--- config.mk ---
export PLATFORM = sky130hd
export DESIGN_NAME = hes_phase_ram
export DESIGN_NICKNAME = d
export VERILOG_FILES = /design/src/hdl/hes_pkg.sv /design/src/hdl/hes_phase_ram.sv
export SDC_FILE = /design/constraint.sdc
export NUM_CORES = 1
export LEC_CHECK = 0
export ABC_AREA = 1
export BUFFER_PORTS_ARGS = -buffer_cell sky130_fd_sc_hd__buf_4
export CAP_MARGIN = 20
export CORE_MARGIN = 1
export CORE_UTILIZATION = 40
export DETAILED_ROUTE_END_ITERATION = 16
export REMOVE_ABC_BUFFERS = 1
export SKIP_LAST_GASP = 1
export SLEW_MARGIN = 5
export SYNTH_ARGS = -nofsm -noshare
export SYNTH_HDL_FRONTEND = slang
export SYNTH_SLANG_ARGS = --single-unit
--- constraint.sdc ---
create_clock -name clock -period 5.85 [get_ports clock]
set_input_delay 0.8775 -clock clock [delete_from_list [all_inputs] [get_ports clock]]
set_output_delay 0.8775 -clock clock [all_outputs]
set_load 0.02 [all_outputs]
--- src/hdl/hes_pkg.sv ---
// Shared types, widths, register codes and constant tables for the harmonic epicycle synth.
// Used by every module of the block; no dependencies of its own.
`default_nettype none

package hes_pkg;

   localparam int HARMONIC_LIMIT    = 100;
   localparam int SINE_TABLE_DEPTH  = 1024;

   localparam int KEPT        = (HARMONIC_LIMIT + 1) / 2;
   localparam int IDX_W       = (KEPT > 1) ? $clog2(KEPT) : 1;
   localparam int N_W         = IDX_W + 1;
   localparam int SINE_ADDR_W = $clog2(SINE_TABLE_DEPTH);
   localparam int LANES       = 2;

   localparam int AMP_W      = 10;
   localparam int PHASE_W    = 32;
   localparam int ORG_W      = 12;
   localparam int POS_W      = 22;
   localparam int TRIG_W     = 16;
   localparam int CSR_INDEX_W = 2;
   localparam int CSR_DATA_W  = 32;

   localparam int ORIGIN_FRAC = 8;
   localparam int ROUND_SHIFT = 7;
   localparam int MAG_W       = AMP_W + TRIG_W - 1;
   localparam int QUOT_W      = MAG_W + 1 - ROUND_SHIFT;
   localparam int CONTRIB_W   = QUOT_W + 1;
   localparam int RECIP_SHIFT = QUOT_W + N_W;
   localparam int RECIP_W     = RECIP_SHIFT + 1;
   localparam int PROD_W      = QUOT_W + RECIP_W;
   localparam int ACC_W       = POS_W + 3;

   localparam logic [PHASE_W-1:0] QUARTER_TURN = PHASE_W'(1) << (PHASE_W - 2);
   localparam logic [63:0] HALF_PI_Q30 = 64'd1686629713;

   localparam logic [AMP_W-1:0]   AMP_RESET   = AMP_W'(100);
   localparam logic [PHASE_W-1:0] STEP_RESET  = PHASE_W'(71582788);
   localparam logic [ORG_W-1:0]   ORG_X_RESET = ORG_W'(200);
   localparam logic [ORG_W-1:0]   ORG_Y_RESET = ORG_W'(700);

   localparam logic signed [POS_W-1:0] POS_MAX = {1'b0, {(POS_W-1){1'b1}}};
   localparam logic signed [POS_W-1:0] POS_MIN = {1'b1, {(POS_W-1){1'b0}}};
   localparam logic signed [ACC_W-1:0] ACC_POS_MAX = ACC_W'(POS_MAX);
   localparam logic signed [ACC_W-1:0] ACC_POS_MIN = ACC_W'(POS_MIN);

   typedef enum logic [CSR_INDEX_W-1:0] {
      CSR_BASE_AMPLITUDE = 2'd0,
      CSR_PHASE_STEP     = 2'd1,
      CSR_ORIGIN_X       = 2'd2,
      CSR_ORIGIN_Y       = 2'd3
   } csr_index_type;

   typedef struct packed {
      logic             valid;
      logic             last;
      logic [IDX_W-1:0] idx;
   } slot_type;

   typedef logic signed [TRIG_W-1:0] sine_table_type [SINE_TABLE_DEPTH];
   typedef logic [RECIP_W-1:0] recip_table_type [KEPT];

   // sin((m/D)*pi/2) in Q15 by a truncated Q30 Taylor series
   function automatic logic signed [TRIG_W-1:0] quarter_sine(input logic [31:0] m);
      logic [63:0]        x;
      logic [63:0]        x2;
      logic [63:0]        term;
      logic signed [63:0] sum;
      x    = (64'(m) * HALF_PI_Q30) / 64'(SINE_TABLE_DEPTH);
      x2   = (x * x) >> 30;
      term = x;
      sum  = signed'(x);
      for (int j = 1; j < 10; j++) begin
         term = (term * x2) >> 30;
         term = term / 64'((2 * j) * (2 * j + 1));
         if (j[0]) begin
            sum = sum - signed'(term);
         end else begin
            sum = sum + signed'(term);
         end
      end
      if (sum < 0) begin
         sum = 0;
      end
      sum = (sum + 64'sd16384) >>> 15;
      if (sum > 64'sd32767) begin
         sum = 64'sd32767;
      end
      return TRIG_W'(sum);
   endfunction

   function automatic sine_table_type build_sine_table();
      sine_table_type           tab;
      logic [31:0]              q;
      logic [31:0]              m;
      logic signed [TRIG_W-1:0] v;
      for (int k = 0; k < SINE_TABLE_DEPTH; k++) begin
         q = 32'((4 * k) / SINE_TABLE_DEPTH);
         m = 32'(4 * k) - q * 32'(SINE_TABLE_DEPTH);
         v = q[0] ? quarter_sine(32'(SINE_TABLE_DEPTH) - m) : quarter_sine(m);
         tab[k] = q[1] ? -v : v;
      end
      return tab;
   endfunction

   // long division by shift and subtract, used when building tables
   function automatic logic [63:0] table_div(input logic [63:0] a, input logic [63:0] b);
      logic [63:0] rem;
      logic [63:0] quo;
      rem = '0;
      quo = '0;
      for (int i = 63; i >= 0; i--) begin
         rem = {rem[62:0], a[i]};
         if (rem >= b) begin
            rem    = rem - b;
            quo[i] = 1'b1;
         end
      end
      return quo;
   endfunction

   // ceil(2^RECIP_SHIFT / n) for each kept harmonic n = 2i+1
   function automatic recip_table_type build_recip_table();
      recip_table_type tab;
      logic [63:0]     n;
      for (int i = 0; i < KEPT; i++) begin
         n = 64'(2 * i + 1);
         tab[i] = RECIP_W'(table_div((64'd1 << RECIP_SHIFT) + n - 64'd1, n));
      end
      return tab;
   endfunction

   localparam sine_table_type  SINE_TABLE  = build_sine_table();
   localparam recip_table_type RECIP_TABLE = build_recip_table();

endpackage

`default_nettype wire

--- src/hdl/hes_phase_ram.sv ---
// Harmonic phase memory: one write and one registered read port, per-entry written flags.
// Depends on hes_pkg; an entry never written since reset reads as zero.
`default_nettype none

module hes_phase_ram (
   input  logic                        clock,
   input  logic                        reset,
   input  logic [hes_pkg::IDX_W-1:0]   rd_addr,
   output logic [hes_pkg::PHASE_W-1:0] rd_data,
   input  logic                        wr_en,
   input  logic [hes_pkg::IDX_W-1:0]   wr_addr,
   input  logic [hes_pkg::PHASE_W-1:0] wr_data
);
   import hes_pkg::*;

   logic [PHASE_W-1:0] mem [KEPT];
   logic [KEPT-1:0]    written_ff;
   logic [PHASE_W-1:0] rd_data_ff;
   logic               rd_written_ff;

   always_ff @(posedge clock) begin
      if (wr_en) begin
         mem[wr_addr] <= wr_data;
      end
      rd_data_ff <= mem[rd_addr];
   end

   always_ff @(posedge clock) begin
      if (reset) begin
         written_ff    <= '0;
         rd_written_ff <= 1'b0;
      end else begin
         rd_written_ff <= written_ff[rd_addr];
         if (wr_en) begin
            written_ff[wr_addr] <= 1'b1;
         end
      end
   end

   assign rd_data = rd_written_ff ? rd_data_ff : '0;

endmodule

`default_nettype wire

## Word-level counts from Yosys, hierarchy flattened

Memories as Yosys holds them, arrays and structs flattened. A register that Yosys moved wholly into a read port is not among the register bits.
Cells that the tools add are included.

| storage, ports and cells | value |
|---|---|
| RAM bits | 1600 |
| flip-flop bits (word level) | 51 |
| memories kept | 1 |

| cells by class | value |
|---|---|
| muxes and demuxes | 7 |
| $lt $le $gt $ge | 3 |
| reduce and logical (&&, ||, !) cells | 1 |
| bitwise gates (word level) | 1 |

Memory list:

| memory | depth | width | rd ports | clocked after memory_dff | write ports | line | text |
|---|---|---|---|---|---|---|---|
| mem | 50 | 32 | 1 | 1 | 1 | hes_phase_ram.sv:16 | `logic [PHASE_W-1:0] mem [KEPT];` |

Operators by type and width:

| kind | count |
|---|---|
| $or 50x50->50 | 1 |
| $mux 32 | 1 |
| $lt 6x7->1 const B | 2 |
| $bmux 1 s6 | 1 |
| $demux 1 s6 | 1 |
| $ge 6x1->1 const B | 1 |
| $mux 1 | 4 |
| $logic_and 1x1->1 | 1 |

## Depth between registers and ports, before layout

| logic depth | value |
|---|---|
| depth after elaboration | 5 |
| depth in mapped cells | 15 |
| depth with buffers taken out | 11 |

## Worst setup path after synthesis

OpenSTA, ideal clock, no wires.

| path | value |
|---|---|
| kind | input port to flip-flop |
| start point | input wr_en |
| end point | memory mem[24][0], enable pin |
| path slack | 2673 ps |
| required time | 5427 ps |
| stages | 4 |
| arrival | 2754 ps |
| setup time | 423 ps |
| path through | inv_1 -> nor4_1 -> inv_1 -> nor2_1 |

| between the ends | value |
|---|---|
| word-level cells in the longest chain between the ends | 2 |

RTL lines:

| what | line | text |
|---|---|---|
| start: declaration | hes_phase_ram.sv:10 | `input logic wr_en,` |
| $mux 1 | hes_phase_ram.sv:22 | `if (wr_en) begin` |
| $mux 1 (implied by the code) | hes_phase_ram.sv:23 | `mem[wr_addr] <= wr_data;` |
| end: declaration | hes_phase_ram.sv:16 |  |

Every way passes these cells.

==> impl_metrics.yaml <==
placement:
  postPlaceCellArea_sq_um: 69800
  dpl.cell_count: 7585
  place_ws_ps: 1840
  gp_congestion: 0.850
  place_hpwl_um: 104000
  port_buffers: 78
route:
  drt.antenna.violating_nets: 0
  drt_first_pass_iters: 8
  dr_total_vias: 44300
  route.detailed.vias_per_inst: 5.60
  postRouteWirelength_um: 198000
  drt-wirelength-per-cell_um: 25.1
  drc: 0
  dr.first_iter.drc_count: 5432
synth:
  post_synth_inst_count: 5589
  yosysMostFrequentCell: "edfxtp_1"
  syn-cell-area_sq_um: 67000
  ys_ff_latch: 1683
  synth_largest_type_area_fraction_pct: 71.7
  synth-seq-area-share_pct: 74.2
  ys.warnings.count: 0
  syn_avg_cell_area_sq_um: 12.0
  synth_async_sr_flop_share_pct: 0
  synthTopCellsByArea: "edfxtp_1 (72%), nand2_1 (6.2%), nor2_1 (4.5%)"
  netlist-cell-type-count: 22
  synth_commonest_cells: "edfxtp_1 (1,600), nand2_1 (1,111), nor2_1 (812)"
  yosys_most_used_dff: "edfxtp_1"
  yosysTopAreaCell: "edfxtp_1"
  synth_enable_flop_cells: 1600
sta:
  fin_setup_tns_ps: 0
  rsz0062_at_grt: "false"
  fin_crit_share_pct: 58.3
  final-hold-violation-count: 0
  worst_slack_ps: 2440
  clock-skew-final_ps: 30.0
  achievable-frequency_mhz: 293
  report.final.setup_viol: 0
  worst_slew_pin_slew_ps: 1200
  timing.final.max_slew_violations: 0
  fin_crit_ps: 3410
  worst_slew_margin_rel_pct: 20.1
floorplan:
  core_area_sq_um: 166000
  io-pin-count: 79
  die_area_sq_um: 169000
  std_cell_rows: 149
  start_util_pct: 40.4
  fp.dieH_um: 411
  die_x_um: 411
clock_tree:
  cts_inserted_buffers: 170
  clock_tree.root_cell: "clkbuf_16"
  clk_pin_slew_worst_setup_hold_paths_ps: 60
  tritoncts: "done"
  cts_sinks: 1683
  max-clock-path-buffers: 3
  clock_tree.htree_level_count: 4
  cts_repair_resize_count: 0
  insertion_delay_to_the_later_sink_of_the_worst_skew_pair_ps: 830
  hold_buffers: 0
  post-cts-setup-buffers: 0
pwr:
  proportion_of_total_power_due_to_net_switching_pct: 23.0
  design_power_total_mw: 25.4
  seq_power_share_pct: 52.6
  fraction_of_power_consumed_by_the_clock_network_pct: 41.6
  share_of_power_burned_in_combinational_logic_pct: 5.8
  net-switching-power_mw: 5.83
  power.internal_mw: 19.5
  total_leakage_power_nw: 25.8
  cellPowerDensity_nw_per_um2: 337
  peakVddDrop_uv: 338
worst_setup_path:
  type_of_the_worst_setup_path: "in2reg"
  cp_data_arrival_time_ps: 4140
  worst-endpoint-required_ps: 6580
  worst-path-max-fanout: 98
  endpoint_kind: "flop"
  timing.critical_path.from_type: "input port"
cells_and_area:
  layout.cell_area.non_filler_sq_um: 75200
  instances_no_fill: 7901
  signed_area_change_from_the_synthesized_netlist_to_the_final_layout_pct: 12.2
  n_antenna_cell: 0
  drive_gt1_share_pct: 8.23
  layout.nets: 5616
outcome:
  status: "complete, no violations"
global_routing:
  first_pass_grt_wire_length_um: 289000
  grt_pass1_vias: 41500
  grt_start_max_net_pins: 191
  groute.usage.overall_pct: 23.3
  antenna_found_initial: 7
  overflow: 0
worst_hold_path:
  hold_wc_path_type: "in2reg"
run:
  max-cap-violations: 0
path summary, 6_finish.rpt:
check	to	cells after the start	from	slack (ps)
setup / recovery	rd_data_ff[1]$_DFF_P_	11	rd_addr[1]	2440
hold / removal	rd_written_ff$_SDFF_PP0_	3	rd_addr[5]	330
setup reg to reg	rd_data_ff[1]$_DFF_P_	8	mem[16][1]$_DFFE_PP_	4070
hold reg to reg	written_ff[29]$_SDFFE_PP0P_	2	written_ff[29]$_SDFFE_PP0P_	470
final cells by class:
class / instances / area, sq um
fill: 14800 / 90500
sequential: 1683 / 49700
multi-input combinational: 3391 / 15300
clock buffer: 236 / 4680
tap: 2189 / 2740
timing repair buffer: 170 / 1490
clock inverter: 79 / 676
inverter: 153 / 598
power by group through the flow:
stage | Sequential [mW] | Combinational [mW] | Clock (mW)
global placement | 13.6 | 1.45 | 0
global route | 13.3 | 1.60 | 11.1
finish | 13.3 | 1.47 | 10.5
detailed placement | 13.6 | 1.46 | 0
CTS | 13.3 | 1.47 | 10.6
floorplan | 13.6 | 0.695 | 0
per-stage QoR:
stage	utilization (%)	hold slack, ps
2_1_floorplan	-	435
3_3_place_gp	42.1	449
3_5_place_dp	42.1	456
4_1_cts	45.4	299
5_1_grt	45.4	334
6_report	45.4	334
cell families (layout without fill, tap and decap cells):
group | Yosys count | in the layout | synth area share, %
and+or+nand+nor | 2537 | 2537 | 15.4
DFF | 1683 | 1683 | 74.2
AOI/OAI and AO/OA | 854 | 854 | 6.95
buffers and inverters | 515 | 638 | 3.52
flip-flops by register name, summed over array words and instances (netlist names):
name / cells
mem: 1600
rd_data_ff: 32
rd_written_ff: 1
written_ff: 50
cells in the final DEF, fill, tap and decap left out, types with 15 or more instances in the layout:
cell and count:
nand2_1 1111, clkbuf_1 52, buf_4 152, o21ai_0 464, dfxtp_1 82, clkbuf_16 173, inv_1 145, nand3_1 602
clkinv_2 36, edfxtp_1 1600, nor2_4 50, buf_12 15, nor2_1 762, o22ai_1 60, clkinv_1 22, a21oi_1 200
o211ai_1 123
metal layers:
| metal | routed length [um] | vias up | global-route usage [%] |
|---|---|---|---|
| met2 | 90500 | 2134 | 36.1 |
| met1 | 84300 | 22100 | 33.2 |
| met5 | 113 | - | 0 |
| met4 | 4530 | 10 | 6.11 |
| li1 | - | 19700 | - |
| met3 | 18900 | 283 | 4.86 |
worst max-delay path, cell delays in order:
cell	delay [ps]
buf_8	190
inv_6	860
buf_4	580
o21ai_0	180
o22ai_1	150
nand2_1	90
nand2_1	100
nor2_1	50
nor2_1	300
nand2_1	280
nand2_1	230
Power figures use the tool's default switching activity.
