**src/hdl/hes_pkg.sv**
```systemverilog
// Shared types, widths, register codes and constant tables for the harmonic epicycle synth.
// Used by every module of the block; no dependencies of its own.
`default_nettype none

package hes_pkg;

   localparam int HARMONIC_LIMIT    = 100;
   localparam int SINE_TABLE_DEPTH  = 1024;

   localparam int KEPT        = (HARMONIC_LIMIT + 1) / 2;
   localparam int IDX_W       = (KEPT > 1) ? $clog2(KEPT) : 1;
   localparam int N_W         = IDX_W + 1;
   localparam int SINE_ADDR_W = $clog2(SINE_TABLE_DEPTH);
   localparam int LANES       = 2;

   localparam int AMP_W      = 10;
   localparam int PHASE_W    = 32;
   localparam int ORG_W      = 12;
   localparam int POS_W      = 22;
   localparam int TRIG_W     = 16;
   localparam int CSR_INDEX_W = 2;
   localparam int CSR_DATA_W  = 32;

   localparam int ORIGIN_FRAC = 8;
   localparam int ROUND_SHIFT = 7;
   localparam int MAG_W       = AMP_W + TRIG_W - 1;
   localparam int QUOT_W      = MAG_W + 1 - ROUND_SHIFT;
   localparam int CONTRIB_W   = QUOT_W + 1;
   localparam int RECIP_SHIFT = QUOT_W + N_W;
   localparam int RECIP_W     = RECIP_SHIFT + 1;
   localparam int PROD_W      = QUOT_W + RECIP_W;
   localparam int ACC_W       = POS_W + 3;

   localparam logic [PHASE_W-1:0] QUARTER_TURN = PHASE_W'(1) << (PHASE_W - 2);
   localparam logic [63:0] HALF_PI_Q30 = 64'd1686629713;

   localparam logic [AMP_W-1:0]   AMP_RESET   = AMP_W'(100);
   localparam logic [PHASE_W-1:0] STEP_RESET  = PHASE_W'(71582788);
   localparam logic [ORG_W-1:0]   ORG_X_RESET = ORG_W'(200);
   localparam logic [ORG_W-1:0]   ORG_Y_RESET = ORG_W'(700);

   localparam logic signed [POS_W-1:0] POS_MAX = {1'b0, {(POS_W-1){1'b1}}};
   localparam logic signed [POS_W-1:0] POS_MIN = {1'b1, {(POS_W-1){1'b0}}};
   localparam logic signed [ACC_W-1:0] ACC_POS_MAX = ACC_W'(POS_MAX);
   localparam logic signed [ACC_W-1:0] ACC_POS_MIN = ACC_W'(POS_MIN);

   typedef enum logic [CSR_INDEX_W-1:0] {
      CSR_BASE_AMPLITUDE = 2'd0,
      CSR_PHASE_STEP     = 2'd1,
      CSR_ORIGIN_X       = 2'd2,
      CSR_ORIGIN_Y       = 2'd3
   } csr_index_type;

   typedef struct packed {
      logic             valid;
      logic             last;
      logic [IDX_W-1:0] idx;
   } slot_type;

   typedef logic signed [TRIG_W-1:0] sine_table_type [SINE_TABLE_DEPTH];
   typedef logic [RECIP_W-1:0] recip_table_type [KEPT];

   // sin((m/D)*pi/2) in Q15 by a truncated Q30 Taylor series
   function automatic logic signed [TRIG_W-1:0] quarter_sine(input logic [31:0] m);
      logic [63:0]        x;
      logic [63:0]        x2;
      logic [63:0]        term;
      logic signed [63:0] sum;
      x    = (64'(m) * HALF_PI_Q30) / 64'(SINE_TABLE_DEPTH);
      x2   = (x * x) >> 30;
      term = x;
      sum  = signed'(x);
      for (int j = 1; j < 10; j++) begin
         term = (term * x2) >> 30;
         term = term / 64'((2 * j) * (2 * j + 1));
         if (j[0]) begin
            sum = sum - signed'(term);
         end else begin
            sum = sum + signed'(term);
         end
      end
      if (sum < 0) begin
         sum = 0;
      end
      sum = (sum + 64'sd16384) >>> 15;
      if (sum > 64'sd32767) begin
         sum = 64'sd32767;
      end
      return TRIG_W'(sum);
   endfunction

   function automatic sine_table_type build_sine_table();
      sine_table_type           tab;
      logic [31:0]              q;
      logic [31:0]              m;
      logic signed [TRIG_W-1:0] v;
      for (int k = 0; k < SINE_TABLE_DEPTH; k++) begin
         q = 32'((4 * k) / SINE_TABLE_DEPTH);
         m = 32'(4 * k) - q * 32'(SINE_TABLE_DEPTH);
         v = q[0] ? quarter_sine(32'(SINE_TABLE_DEPTH) - m) : quarter_sine(m);
         tab[k] = q[1] ? -v : v;
      end
      return tab;
   endfunction

   // long division by shift and subtract, used when building tables
   function automatic logic [63:0] table_div(input logic [63:0] a, input logic [63:0] b);
      logic [63:0] rem;
      logic [63:0] quo;
      rem = '0;
      quo = '0;
      for (int i = 63; i >= 0; i--) begin
         rem = {rem[62:0], a[i]};
         if (rem >= b) begin
            rem    = rem - b;
            quo[i] = 1'b1;
         end
      end
      return quo;
   endfunction

   // ceil(2^RECIP_SHIFT / n) for each kept harmonic n = 2i+1
   function automatic recip_table_type build_recip_table();
      recip_table_type tab;
      logic [63:0]     n;
      for (int i = 0; i < KEPT; i++) begin
         n = 64'(2 * i + 1);
         tab[i] = RECIP_W'(table_div((64'd1 << RECIP_SHIFT) + n - 64'd1, n));
      end
      return tab;
   endfunction

   localparam sine_table_type  SINE_TABLE  = build_sine_table();
   localparam recip_table_type RECIP_TABLE = build_recip_table();

endpackage

`default_nettype wire

```
**src/hdl/hes_term_unit.sv**
```systemverilog
// Four-stage term pipeline: scale by amplitude, divide by 128n with rounding, apply sign.
// Depends on hes_pkg; x and y lanes share the harmonic tag and reciprocal lookup.
`default_nettype none

module hes_term_unit (
   input  logic                                 clock,
   input  logic                                 reset,
   input  logic [hes_pkg::AMP_W-1:0]            amp,
   input  hes_pkg::slot_type                    slot_in,
   input  logic signed [hes_pkg::TRIG_W-1:0]    trig_x,
   input  logic signed [hes_pkg::TRIG_W-1:0]    trig_y,
   output hes_pkg::slot_type                    slot_out,
   output logic signed [hes_pkg::CONTRIB_W-1:0] contrib_x,
   output logic signed [hes_pkg::CONTRIB_W-1:0] contrib_y
);
   import hes_pkg::*;

   slot_type slot1_ff;
   slot_type slot2_ff;
   slot_type slot3_ff;
   slot_type slot4_ff;

   logic signed [TRIG_W-1:0]    trig       [LANES];
   logic [TRIG_W-1:0]           trig_abs   [LANES];
   logic [AMP_W+TRIG_W-1:0]     mag_full   [LANES];
   logic [MAG_W:0]              num        [LANES];
   logic [QUOT_W-1:0]           quot       [LANES];
   logic [MAG_W-1:0]            mag_ff     [LANES];
   logic [QUOT_W-1:0]           dividend_ff[LANES];
   logic [PROD_W-1:0]           prod_ff    [LANES];
   logic signed [CONTRIB_W-1:0] contrib_ff [LANES];
   logic [LANES-1:0]            neg1_ff;
   logic [LANES-1:0]            neg2_ff;
   logic [LANES-1:0]            neg3_ff;
   logic [RECIP_W-1:0]          recip_ff;
   logic [N_W-1:0]              n1;
   logic [MAG_W:0]              half_den;

   assign trig[0] = trig_x;
   assign trig[1] = trig_y;
   assign n1       = {slot1_ff.idx, 1'b1};
   assign half_den = (MAG_W+1)'({n1, {(ROUND_SHIFT-1){1'b0}}});

   always_comb begin
      for (int l = 0; l < LANES; l++) begin
         trig_abs[l] = trig[l][TRIG_W-1] ? TRIG_W'(-trig[l]) : TRIG_W'(trig[l]);
         mag_full[l] = (AMP_W+TRIG_W)'(amp) * (AMP_W+TRIG_W)'(trig_abs[l]);
         num[l]      = {1'b0, mag_ff[l]} + half_den;
         quot[l]     = prod_ff[l][RECIP_SHIFT +: QUOT_W];
      end
   end

   always_ff @(posedge clock) begin
      if (reset) begin
         slot1_ff <= '0;
         slot2_ff <= '0;
         slot3_ff <= '0;
         slot4_ff <= '0;
      end else begin
         slot1_ff <= slot_in;
         slot2_ff <= slot1_ff;
         slot3_ff <= slot2_ff;
         slot4_ff <= slot3_ff;
      end
   end

   always_ff @(posedge clock) begin
      recip_ff <= RECIP_TABLE[slot1_ff.idx];
      for (int l = 0; l < LANES; l++) begin
         mag_ff[l]      <= mag_full[l][MAG_W-1:0];
         neg1_ff[l]     <= trig[l][TRIG_W-1] ^ slot_in.idx[0];
         dividend_ff[l] <= num[l][MAG_W:ROUND_SHIFT];
         neg2_ff[l]     <= neg1_ff[l];
         prod_ff[l]     <= PROD_W'(dividend_ff[l]) * PROD_W'(recip_ff);
         neg3_ff[l]     <= neg2_ff[l];
         contrib_ff[l]  <= neg3_ff[l] ? -signed'({1'b0, quot[l]}) : signed'({1'b0, quot[l]});
      end
   end

   assign slot_out  = slot4_ff;
   assign contrib_x = contrib_ff[0];
   assign contrib_y = contrib_ff[1];

endmodule

`default_nettype wire

```
**config.mk**
```make
export PLATFORM = sky130hd
export DESIGN_NAME = hes_term_unit
export DESIGN_NICKNAME = d
export VERILOG_FILES = /design/src/hdl/hes_pkg.sv /design/src/hdl/hes_term_unit.sv
export SDC_FILE = /design/constraint.sdc
export NUM_CORES = 2
export LEC_CHECK = 0
export ABC_AREA = 0
export BUFFER_PORTS_ARGS = -buffer_cell sky130_fd_sc_hd__buf_4
export CELL_PAD_IN_SITES_DETAIL_PLACEMENT = 1
export CELL_PAD_IN_SITES_GLOBAL_PLACEMENT = 1
export CORE_UTILIZATION = 47
export DETAILED_ROUTE_END_ITERATION = 10
export GPL_ROUTABILITY_DRIVEN = 0
export PLACE_DENSITY = 0.78
export SYNTH_ARGS = -nofsm -noshare
export SYNTH_HDL_FRONTEND = slang
export SYNTH_SLANG_ARGS = --single-unit
```
**constraint.sdc**
```tcl
create_clock -name clock -period 7.31 [get_ports clock]
set_clock_uncertainty 0.15 [all_clocks]
set_input_delay 1.0965 -clock clock [delete_from_list [all_inputs] [get_ports clock]]
set_output_delay 1.0965 -clock clock [all_outputs]
set_load 0.005 [all_outputs]
```
Word level (Yosys, flattened, before mapping)
Memory sizes are Yosys's and may differ from the RTL's. A register that Yosys moved wholly into a read port is not among the register bits.
Cells that the tools add are included.
W data, S select, Z words.

storage, ports and cells
  register bits after elaboration = 38
  memory bits (writable) = 220
  bits in read-only memories = 1728
  input bits = 52
  output and inout port bits = 48
  logic and storage cells = 37
  memories kept = 5

memories
  name             depth  width  rd ports  clocked after Yosys merged registers in  write ports  line                 source
  (no name shown)  64     27     1         1                                        0            hes_term_unit.sv:68  recip_ff <= RECIP_TABLE[slot1_ff.idx];
  prod_ff          2      46     2         0                                        2            hes_term_unit.sv:30  logic [PROD_W-1:0] prod_ff [LANES];
  mag_ff           2      25     2         0                                        2            hes_term_unit.sv:28  logic [MAG_W-1:0] mag_ff [LANES];
  contrib_ff       2      20     2         0                                        2            hes_term_unit.sv:31  logic signed [CONTRIB_W-1:0] contrib_ff [LANES];
  dividend_ff      2      19     2         0                                        2            hes_term_unit.sv:29  logic [QUOT_W-1:0] dividend_ff[LANES];

operators by class
  $add $sub $neg = 6
  multiply operators = 4
  multiplexer cells = 4
  bitwise gates (word level) = 3

operators with widths
  operator          count
  $mul A19 B27 Y46  2
  $add A25 B13 Y26  2
  $mul A10 B16 Y25  2
  $mux W20          2
  $neg A19 Y20      2
  $mux W16          2
  $neg A16 Y16      2
  $not A6 Y7        1
  $xor A1 B1 Y1     2

Longest topological paths before layout
  depth after elaboration = 3
  depth in mapped cells = 26
  mapped depth without buffers = 25

Least setup slack after synthesis
No wires, ideal clock.

  path type = input port to flip-flop
  start = in trig_y[4] (netlist name)
  end = mem mag_ff[0][49] (netlist name)
  setup time = 0.122 ns
  data arrival time = 7.019 ns
  required time = 7.038 ns
  path slack = 0.019 ns
  stages = 23
  path buffers = 0
  path through = or3_1 -> nor2_1 -> nand2_1 -> or2_2 -> o41ai_1 -> xnor2_1 -> nand2_1 -> fa_1 -> inv_1 -> fa_1 -> fa_1 -> fa_1 -> inv_1 -> fa_1 -> inv_1 -> ha_1 -> nand3_1 -> a2111o_1 -> a21boi_1 -> a31oi_1 -> o311ai_0 -> o211ai_1 -> xnor2_1

RTL lines
  what                line                 source
  start: declaration  hes_term_unit.sv:11  input logic signed [hes_pkg::TRIG_W-1:0] trig_y,
  end: declaration    hes_term_unit.sv:28

==> results.txt <==
status: finished, final reports clean
Starting DRT DRC Count: 1,889
async set-reset flop share out of synthesis: 0
vias in the first global route: 43,180
Setup Crit Path Kind: register to register
GRT overflow: 0
Fill cells: 12,030
DRT antenna net count: 0
# DRC: 0
Sink Count: 218
vias post-DR: 36,790
GRT Total Usage: 0.2703
Hold Buf Count CTS: 0
Worst Path Arrival: 7.36 ns
CTS tree: done
R2R cell count: 22
min-delay src: neg2_ff[0]
P&R area growth vs syn: 9.148%
RSZ-0062 raised after global routing: yes
max-slew violations: 0
post-DR vias/cell: 5.300
Routed WL per cell: 19.57 µm
cell count after synthesis: 5,451
Relative slew margins: 0.3965
FF-to-FF setup slack: 0.21 ns
clock root buffer: clkbuf_16
Boundary Pins: 100
chip width: 323.6 µm
CP endpoint kind: register
Final Setup Violations: 0
crit path from: dividend_ff[0][33]
drt first pass iters: 5
largest net degree at the start of global routing: 77
register area share after synthesis: 0.08975
post-synthesis average cell area: 8.920 µm²
yosys warns: 0
Rows: 117
Mapped Nets: 6,938
EDFF count, synth: 0
Die Height: 323.6 µm
dpl hpwl: 111.5 mm
Hold EP: neg3_ff[0]
Worst setup SP type: register
first-pass GRT wire length: 224.1 mm
fin crit share: 0.9706
share of cells above drive strength 1: 0.07647
Worst Path Required: 7.58 ns
worst-margin pin slew: 0.9041 ns
total CTS buffers: 23
FF+latch count, synth: 218
crit path max fanout: 9
initial core utilization: 0.4759
H-tree depth: 1
crit path time final: 7.095 ns
max cap viols: 0
DIE AREA: 104,700 µm²
hold path cells: 0
Core ar.: 102,200 µm²
Setup Buffers After CTS: 0
r2r startpoint: dividend_ff[0][33]
final wirelength: 135.9 mm
clk slew on worst S/H paths: 0.07 ns
Clock Latency Late Sink: 0.57 ns
Hold Fails Final Rpt: 0
min-delay worst type: register to register
initial antenna violation count: 6
Cell Area, Synth: 48,620 µm²
top_reg_cell synth: dfxtp_1
reg2reg end: prod_ff[0][87]
Placed Area: 52,220 µm²
worst hold slack: 0.1726 ns
# nets final: 7,042
CTS max path bufs: 3
Distinct cells, synth: 77
f_max: 0.1409 GHz
final instance area: 53,070 µm²
# port buffers: 99
cells in the mapped netlist (all sizes together) (7+ instances only):
cell type / count / area share
dfxtp: 218 / 0.090
nand2b: 28 / 0.0036
and3: 14 / 0.0018
nor2: 94 / 0.0073
o21a: 11 / 0.0017
nand2: 710 / 0.055
o22ai: 7 / 0.00090
a211oi: 18 / 0.0029
o31ai: 22 / 0.0034
nand3: 28 / 0.0029
or4: 13 / 0.0020
nor3: 24 / 0.0025
xnor2: 142 / 0.026
a21oi: 102 / 0.011
a31oi: 20 / 0.0026
fa: 1026 / 0.42
o21bai: 11 / 0.0017
or2: 9 / 0.0012
nand4: 17 / 0.0022
o211ai: 11 / 0.0017
xor2: 36 / 0.0065
ha: 409 / 0.11
and2: 657 / 0.085
clkbuf: 249 / 0.019
or3: 16 / 0.0021
o41ai: 9 / 0.0016
nor2b: 75 / 0.0096
a21o: 47 / 0.0073
inv: 1239 / 0.096
o21ai: 98 / 0.010
buf: 12 / 0.0011
final cells by class:
| type | count | area [µm²] | area share |
|---|---|---|---|
| diodes | 3 | 7.507 | 0.0001415 |
| inverters | 1240 | 4654 | 0.08770 |
| well taps | 1368 | 1712 | 0.03225 |
| repair buffers | 340 | 2865 | 0.05399 |
| clock inverters | 14 | 201.4 | 0.003796 |
| clock buffers | 27 | 610.6 | 0.01150 |
| flip-flops and latches | 218 | 4393 | 0.08277 |
| multi-input cells | 3732 | 38630 | 0.7278 |
worst max path at each step:
stage	to	slack [ns]	depth (start not counted)
floorplan	mag_ff[0][49]	0.02	23
global placement	mag_ff[0][49]	-0.21	25
detailed placement	mag_ff[0][49]	-0.34	25
CTS	prod_ff[0][87]	0.03	22
global route	mag_ff[0][46]	-0.01	27
finish	prod_ff[0][87]	0.21	22
cell usage in the layout, fill, tap and decap left out, types with 11 or more instances in the layout:
| cell type | count |
|---|---|
| nand4_1 | 17 |
| xnor2_1 | 141 |
| a21o_1 | 47 |
| dfxtp_1 | 197 |
| xor2_1 | 36 |
| nor3_1 | 24 |
| nor2b_1 | 75 |
| and3_1 | 14 |
| fa_1 | 1026 |
| dfxtp_2 | 20 |
| nand2_1 | 710 |
| buf_4 | 315 |
| o21a_1 | 11 |
| buf_12 | 25 |
| or4_1 | 13 |
| and2_1 | 657 |
| a211oi_1 | 16 |
| o211ai_1 | 11 |
| nand2b_1 | 28 |
| o21bai_1 | 11 |
| nand3_1 | 28 |
| o31ai_1 | 22 |
| nor2_1 | 94 |
| inv_1 | 1238 |
| or3_1 | 16 |
| ha_1 | 409 |
| o21ai_0 | 96 |
| a21oi_1 | 101 |
| a31oi_1 | 20 |
| clkbuf_16 | 23 |
routing by layer:
metal / up-vias / share of wire / track usage
li1: 16330 / - / -
met1: 19340 / 0.40 / 0.3258
met2: 824 / 0.52 / 0.4998
met3: 299 / 0.040 / 0.02579
met4: 2 / 0.035 / 0.09392
met5: - / 0.000096 / 0
through the flow:
stage | util | setup TNS, ns | setup slack, ns | instances
after floorplan | - | 0 | 0.01873 | 5451
after global routing | 0.5193 | -0.02348 | -0.01308 | 6940
after global placement | 0.5110 | -1.362 | -0.2138 | 6898
after detailed placement | 0.5110 | -3.638 | -0.3410 | 6898
final | 0.5194 | 0 | 0.2146 | 6942
after CTS | 0.5190 | 0 | 0.02533 | 6939
worst max-delay path, cell delays in order, from the launching register on:
cell and delay, ns:
dfxtp_1 0.72, buf_12 0.21, nand2_1 0.08, fa_1 0.51, inv_1 0.05, fa_1 0.45
fa_1 0.45, fa_1 0.52, fa_1 0.50, inv_1 0.05, fa_1 0.48, inv_1 0.09
ha_1 0.33, nand4_1 0.15, or2_2 0.34, a2111oi_0 0.49, buf_4 0.21, o211a_1 0.23
or4b_4 0.18, a21oi_4 0.07, a211oi_2 0.38, or4_1 0.19, o2111ai_1 0.12
cell families (layout without fill, tap and decap cells):
| group | count (synthesis) | count (layout) | share of synthesized area |
|---|---|---|---|
| fa+ha+maj | 1435 | 1435 | 0.5277 |
| compound gates | 410 | 410 | 0.05489 |
| other cells | 0 | 3 | 0 |
| xor+xnor | 178 | 178 | 0.03206 |
| buf+inv | 1501 | 1621 | 0.1161 |
| mux | 9 | 9 | 0.002239 |
| flops | 218 | 218 | 0.08975 |
| simple gates | 1700 | 1700 | 0.1773 |
registers in the layout, summed over array words and instances (netlist names):
| signal | flops |
|---|---|
| dividend_ff | 38 |
| neg3_ff | 2 |
| slot2_ff | 8 |
| slot1_ff | 2 |
| prod_ff | 38 |
| half_den | 6 |
| slot3_ff | 8 |
| mag_ff | 38 |
| slot_out | 8 |
| contrib_ff | 40 |
| neg1_ff | 2 |
| neg2_ff | 2 |
| recip_ff | 26 |
what timing repair did:
action                     in CTS  in global routing
gates resized for setup         3                 20
setup endpoints to repair       8                 19
pin swaps                       0                  2
gates cloned                    0                  0
Power is left out: the tool's default activity adds up to more than one toggle a clock period on the data nets, which glitch-free logic cannot reach.
